File: config.mk
export PLATFORM = sky130hd
export DESIGN_NAME = pqa_cell
export DESIGN_NICKNAME = d
export VERILOG_FILES = /design/src/rtl/pqa_pkg.sv /design/src/rtl/pqa_cell.sv
export SDC_FILE = /design/constraint.sdc
export NUM_CORES = 1
export LEC_CHECK = 0
export ABC_AREA = 0
export ABC_CLOCK_PERIOD_IN_PS = 1120
export BUFFER_PORTS_ARGS = -buffer_cell sky130_fd_sc_hd__buf_2
export CAP_MARGIN = 20
export CORE_MARGIN = 4
export CORE_UTILIZATION = 40
export DETAILED_ROUTE_END_ITERATION = 10
export PLACE_DENSITY = 0.75
export REMOVE_ABC_BUFFERS = 1
export SLEW_MARGIN = 20
export SYNTH_ARGS = -nofsm -noshare
export SYNTH_HDL_FRONTEND = slang
export SYNTH_SLANG_ARGS = --single-unit
File: constraint.sdc
create_clock -name clk -period 1.12 [get_ports clk]
set_input_delay 0.168 -clock clk [delete_from_list [all_inputs] [get_ports clk]]
set_output_delay 0.168 -clock clk [all_outputs]
set_load 0.02 [all_outputs]
File: src/rtl/pqa_pkg.sv
`default_nettype none
package pqa_pkg;

	localparam logic [1:0] ACT_REGISTER   = 2'd0;
	localparam logic [1:0] ACT_UNREGISTER = 2'd1;
	localparam logic [1:0] ACT_CLEAR      = 2'd2;

	localparam logic [2:0] ST_OK      = 3'd0;
	localparam logic [2:0] ST_INVALID = 3'd1;
	localparam logic [2:0] ST_GLOBAL  = 3'd2;
	localparam logic [2:0] ST_IDS     = 3'd3;
	localparam logic [2:0] ST_PER_ID  = 3'd4;

	localparam logic [1:0] CFG_TOTAL_LIMIT  = 2'd0;
	localparam logic [1:0] CFG_PER_ID_LIMIT = 2'd1;
	localparam logic [1:0] CFG_ID_LIMIT     = 2'd2;

	localparam logic [31:0] TOTAL_LIMIT_RST  = 32'd20971520;
	localparam logic [31:0] PER_ID_LIMIT_RST = 32'd1048576;
	localparam logic [7:0]  ID_LIMIT_RST     = 8'd100;

	typedef struct packed {
		logic [1:0]         action;
		logic signed [31:0] owner_id;
		logic [31:0]        amount;
	} req_t;

	typedef struct packed {
		logic [2:0]  status;
		logic [1:0]  pressure;
		logic [31:0] total_bytes;
		logic [7:0]  active_count;
	} rsp_t;

	// Search token handed from cell to cell.
	typedef struct packed {
		logic        active;
		logic        hit;
		logic [31:0] usage;
		logic        free;
	} link_t;

	// Write command broadcast to the row.
	typedef struct packed {
		logic        wr;
		logic        clr;
		logic        valid;
		logic [30:0] id;
		logic [31:0] usage;
	} wcmd_t;

endpackage
`default_nettype wire

File: src/rtl/pqa_cell.sv
`default_nettype none
module pqa_cell #(
	parameter int IW  = 7,
	parameter int IDX = 0
) (
	input  wire                 clk,
	input  wire                 arst_n,
	input  wire  [30:0]         key,
	input  pqa_pkg::link_t      link_in,
	input  wire  [IW-1:0]       hit_idx_in,
	input  wire  [IW-1:0]       free_idx_in,
	output pqa_pkg::link_t      link_out,
	output logic [IW-1:0]       hit_idx_out,
	output logic [IW-1:0]       free_idx_out,
	input  pqa_pkg::wcmd_t      wcmd,
	input  wire  [IW-1:0]       widx
);
	import pqa_pkg::*;

	logic        valid_q;
	logic [30:0] id_q;
	logic [31:0] usage_q;
	logic        my_hit;
	logic        my_free;

	assign my_hit  = valid_q && (id_q == key);
	assign my_free = !valid_q;

	always_ff @(posedge clk or negedge arst_n) begin
		if (!arst_n) begin
			valid_q <= 1'b0;
		end else if (wcmd.clr) begin
			valid_q <= 1'b0;
		end else if (wcmd.wr && (widx == IW'(IDX))) begin
			valid_q <= wcmd.valid;
		end
	end

	always_ff @(posedge clk) begin
		if (wcmd.wr && !wcmd.clr && (widx == IW'(IDX))) begin
			id_q    <= wcmd.id;
			usage_q <= wcmd.usage;
		end
	end

	always_ff @(posedge clk or negedge arst_n) begin
		if (!arst_n) begin
			link_out <= '0;
		end else begin
			link_out.active <= link_in.active;
			link_out.hit    <= link_in.hit || my_hit;
			link_out.free   <= link_in.free || my_free;
			link_out.usage  <= link_in.hit ? link_in.usage : usage_q;
		end
	end

	// The lowest matching and lowest free positions win.
	always_ff @(posedge clk) begin
		hit_idx_out  <= link_in.hit ? hit_idx_in : IW'(IDX);
		free_idx_out <= link_in.free ? free_idx_in : IW'(IDX);
	end

endmodule
`default_nettype wire

==> results of run 1 <==
==> stage by stage <==
| stage | hold WS [ns] | instance area [um^2] | util | setup WS (ns) |
|---|---|---|---|---|
| after floorplan | -0.128 | 3910 | - | -2.57 |
| after global placement | 0.150 | 5200 | 0.552 | -0.348 |
| after detailed placement | 0.154 | 5200 | 0.552 | -0.366 |
==> cell families after synthesis <==
logic type	Yosys count	share of synthesized area
compound gates	1	0.00255
xor+xnor	31	0.0692
buf+inv	4	0.00510
flops	113	0.783
mux	33	0.0944
simple gates	30	0.0459
==> key figures, run 1 <==
Clock tree
  – CTS root buf: clkbuf_8
  – CTS Hold Bufs: 116
  – H-tree depth: 4
  – Clk sinks: 113
  – Clock Tree Buf Depth: 2
  – Post-cts resize count: about 110
  – TritonCTS buffer count: 17
  – Postcts setup bufs: 0

Status
  – First Err: [ERROR RSZ-0060] Max buffer count reached.
  – Status: aborted with a tool error
  – Failed at: 4_1_cts

Synthesis
  – Ranking of synthesized cells by area: edfxtp_1 (48%), dfrtp_1 (23%), mux2_2 (9.2%), dfxtp_1 (7.1%), xnor2_1 (5.1%)
  – Async set-or-reset flop fraction in the synthesized netlist: 0.319
  – EDFF count, synth: 63
  – Primary FF master, synth: edfxtp_1
  – Register area share after synthesis: 0.783
  – Synth top cells by count: edfxtp_1 (63), dfrtp_1 (36), mux2_2 (32)
  – #FFs+latches synth: 113
  – Post-Synthesis Cells: around 210
  – Dominant cell type by area after synthesis: edfxtp_1
  – Synthesized area: 0.00393 mm^2
  – Ys Warns: 0
  – Avg Inst Size Synth: ~19 um^2
  – Cell with the most instances after synthesis: edfxtp_1
  – Synth top area share: 0.482
  – Yosys cell types: 16

Placed design
  – # port buffers: 203
  – HPWL Detailed: 6510 um
  – Placed cell count: 546
  – GPL Wtd Cong: 0.740

Die
  – Chip width: 107 um
  – Initial Util: 0.417
  – Rows: 35
  – Die height: 107 um
  – I/O pin total: 204
==> run 2, diff against run 1 <==
ABC_CLOCK_PERIOD_IN_PS = 1500   (was 1120)
CORE_UTILIZATION = 30   (was 40)
PLACE_DENSITY = unset   (was 0.75)
PLACE_DENSITY_LB_ADDON = 0.15   (was unset)
clock period = 1.5 ns   (was 1.12 ns; I/O delays follow)
==> run 2 against run 1 <==
- the run now ends clean
- synthesized cell count unchanged
- synthesized area unchanged
==> key figures, run 2 <==
Synthesis
  – Dominant cell type by area after synthesis: edfxtp_1
  – Primary FF master, synth: edfxtp_1
  – Post-Synthesis Cells: 212 (unchanged)
  – Ranking of synthesized cells by area: edfxtp_1 (48%), dfrtp_1 (23%), mux2_2 (9.2%), dfxtp_1 (7.1%), xnor2_1 (5.1%)
  – Ys Warns: 0 (unchanged)
  – EDFF count, synth: 63 (unchanged)
  – Yosys cell types: 16 (unchanged)
  – Cell with the most instances after synthesis: edfxtp_1
  – Async set-or-reset flop fraction in the synthesized netlist: 0.319 (unchanged)
  – Synthesized area: 0.00393 mm^2 (unchanged)
  – #FFs+latches synth: 113 (unchanged)
  – Synth top cells by count: edfxtp_1 (63), dfrtp_1 (36), mux2_2 (32)
  – Register area share after synthesis: 0.783 (unchanged)
  – Synth top area share: 0.482 (unchanged)
  – Avg Inst Size Synth: 18.5 um^2 (unchanged)

Die
  – Rows: 41 (+17%)
  – Die height: 122 um (+14%)
  – Die area: 0.0150 mm^2
  – Chip width: 122 um (+14%)
  – Initial Util: 0.309 (-0.108)
  – I/O pin total: 204 (unchanged)
  – Core area: 0.0127 mm^2

Timing
  – Smallest hold slack: about 0.027 ns
  – Final worst slack: 0.235 ns
  – Final setup vio count: 0
  – RSZ-0062 raised after global routing: false
  – Least-Margin Pin Slew: 0.356 ns
  – Achievable frequency: 0.791 GHz
  – Final hold violations: 0
  – Tcrit/Tclk final: 0.843
  – Max-slew headroom: 0.760
  – Max Slew Vio Count: 0
  – Minimum clock period: approximately 1.3 ns
  – Final Skew: around 0.0063 ns
  – Total negative slack: 0 ns

Run
  – Maxcap violations: 0

Setup path
  – Worst setup SP type: flip-flop
  – Critical Path Source: id_q[29]
  – Endpoint class of the critical path: flip-flop
  – CP required: 1.84 ns
  – Worst EP arrival: 1.60 ns
  – Largest fanout on the critical path: 1
  – Crit path kind: flip-flop to flip-flop
  – RR Startpoint: id_q[29]

Detailed routing
  – Post-route antenna net violation count: 0
  – Routed vias: ~2800
  – Post-DR vias/cell: 4.07
  – # DRC: 0
  – First-pass detailed-route iteration total: 3
  – Drt initial violations: between 60 and 70
  – Routed WL per cell: 14.3 um
  – WL final: 9830 um

Clock tree
  – Clk sinks: 113 (unchanged)
  – CTS root buf: clkbuf_16
  – CTS tree: yes
  – H-tree depth: 4 (unchanged)
  – Worst-path clk slew: 0.05 ns
  – TritonCTS buffer count: 17 (unchanged)
  – Worst skew pair latency: 0.40 ns
  – Clock Tree Buf Depth: 2 (unchanged)

Power
  – Leakage power: ~2.8 nW
  – Clock Power Share: 0.490
  – Switch share: 0.200
  – VDD IR max: 0.656 mV
  – Share of power burned in registers: 0.426
  – Power Dens Cells: 1220 mW/mm^2
  – Sw power: about 1.6 mW
  – Int Pwr: 6.35 mW
  – Comb pwr share: 0.085
  – Tot Pwr: around 7.9 mW

GRT
  – All-Layer GR Usage: 0.134
  – Initial antenna violation count: 0
  – Vias in the first global route: 3071
  – Largest net degree at the start of global routing: just over 40
  – First-pass GRT wire length: 14700 um
  – Grt ovf: 0

Status
  – Status: finished clean

Finish
  – Synth-to-layout area growth: 65.0%
  – Largest register by flop count: link_out
  – Commonest non-fill, non-tap cell in the layout: buf_2
  – Largest regs: link_out (35), usage_q (32), id_q (31)
  – Fill cells: 1146
  – Most frequent cells in the layout: buf_2 (203), dlygate4sd3_1 (66), edfxtp_1 (63)
  – Diodes inserted: 0
  – Share of cells above drive strength 1: 0.519
  – Max FFs per register: 35
  – Final net count: around 660

Placed design
  – GPL Wtd Cong: 0.701 (-5.2%)
  – # port buffers: 203 (unchanged)
  – Pre-CTS setup slack: -0.0611 ns (+0.305 ns)
  – HPWL Detailed: 6690 um (+2.7%)

Hold path
  – Type of the worst min-delay path: input pin to flip-flop
  – Hold path startpoint: wcmd[64]
-- run 2: cell counts after synthesis --
No cell type changed its count.
-- run 2: path summary, 6_finish.rpt --
| check | slack [ns] | endpoint | cells past startpoint |
|---|---|---|---|
| worst min register to register | 0.47 | link_out[4] | 1 |
| worst max-delay path | 0.24 | link_out[33] | 4 |
| max in group asynchronous | 0.98 | valid_q | 3 |
| worst max register to register | 0.24 | link_out[33] | 4 |
| min in group asynchronous | 0.32 | link_out[23] | 3 |
| worst min-delay path | 0.03 | valid_q | 2 |
-- run 2: area by class of cell --
cell class              count  area [um^2]  share of cell area
repair buffers            274         1760               0.272
flip-flops and latches    113         3070               0.474
clock buffers              28          539              0.0833
well taps                 172          215              0.0332
multi-input cells          95          840               0.130
clock inverters             4         45.0             0.00696
-- run 2: cells by family (layout without fill, tap and decap cells) --
| group | after synthesis | count (layout) | share of synthesized area |
|---|---|---|---|
| flip-flops | 113 | 113 | 0.783 |
| multiplexers | 33 | 33 | 0.0944 |
| XOR/XNOR | 31 | 31 | 0.0692 |
| AND/OR/NAND/NOR | 30 | 30 | 0.0459 |
| buffers and inverters | 4 | 306 | 0.00510 |
| AO/OA/AOI/OAI | 1 | 1 | 0.00255 |
-- run 2: timing repair --
item | in CTS | in global routing
setup buffers | 0 | 0
hold endpoints to repair | 100 | 1
resized for setup | 0 | 0
hold buffers | 65 | 1
-- run 2: power by group through the flow --
stage	clock network (mW)	registers, mW	logic (mW)
finish	3.89	3.37	0.670
detailed placement	0	3.43	0.544
global placement	0	3.43	0.536
global route	4.16	3.38	0.732
floorplan	0	3.52	0.107
CTS	4.00	3.37	0.678
-- run 2: per-stage QoR --
step / cells / cell area (um^2) / utilization
2_1_floorplan: 208 / 3910 / -
3_3_place_gp: 588 / 5230 / 0.411
3_5_place_dp: 588 / 5230 / 0.411
4_1_cts: 685 / 6470 / 0.508
5_1_grt: 686 / 6480 / 0.509
6_report: 686 / 6480 / 0.509
-- run 2: critical path: stages (launching register included) --
cell and delay [ns]:
edfxtp_1 0.38, xnor2_1 0.14, nand4_1 0.14, nor4_1 0.34, a41o_1 0.21
-- run 2: per-layer routing --
| metal | wire (um) | share of wire | GRT usage |
|---|---|---|---|
| met1 | 3590 | 0.37 | 0.144 |
| met2 | 5170 | 0.53 | 0.231 |
| met3 | 868 | 0.088 | 0.0525 |
| met4 | 205 | 0.021 | 0.0630 |
| met5 | 0 | 0 | 0 |
Note: power is estimated with default switching activity, not from simulation.
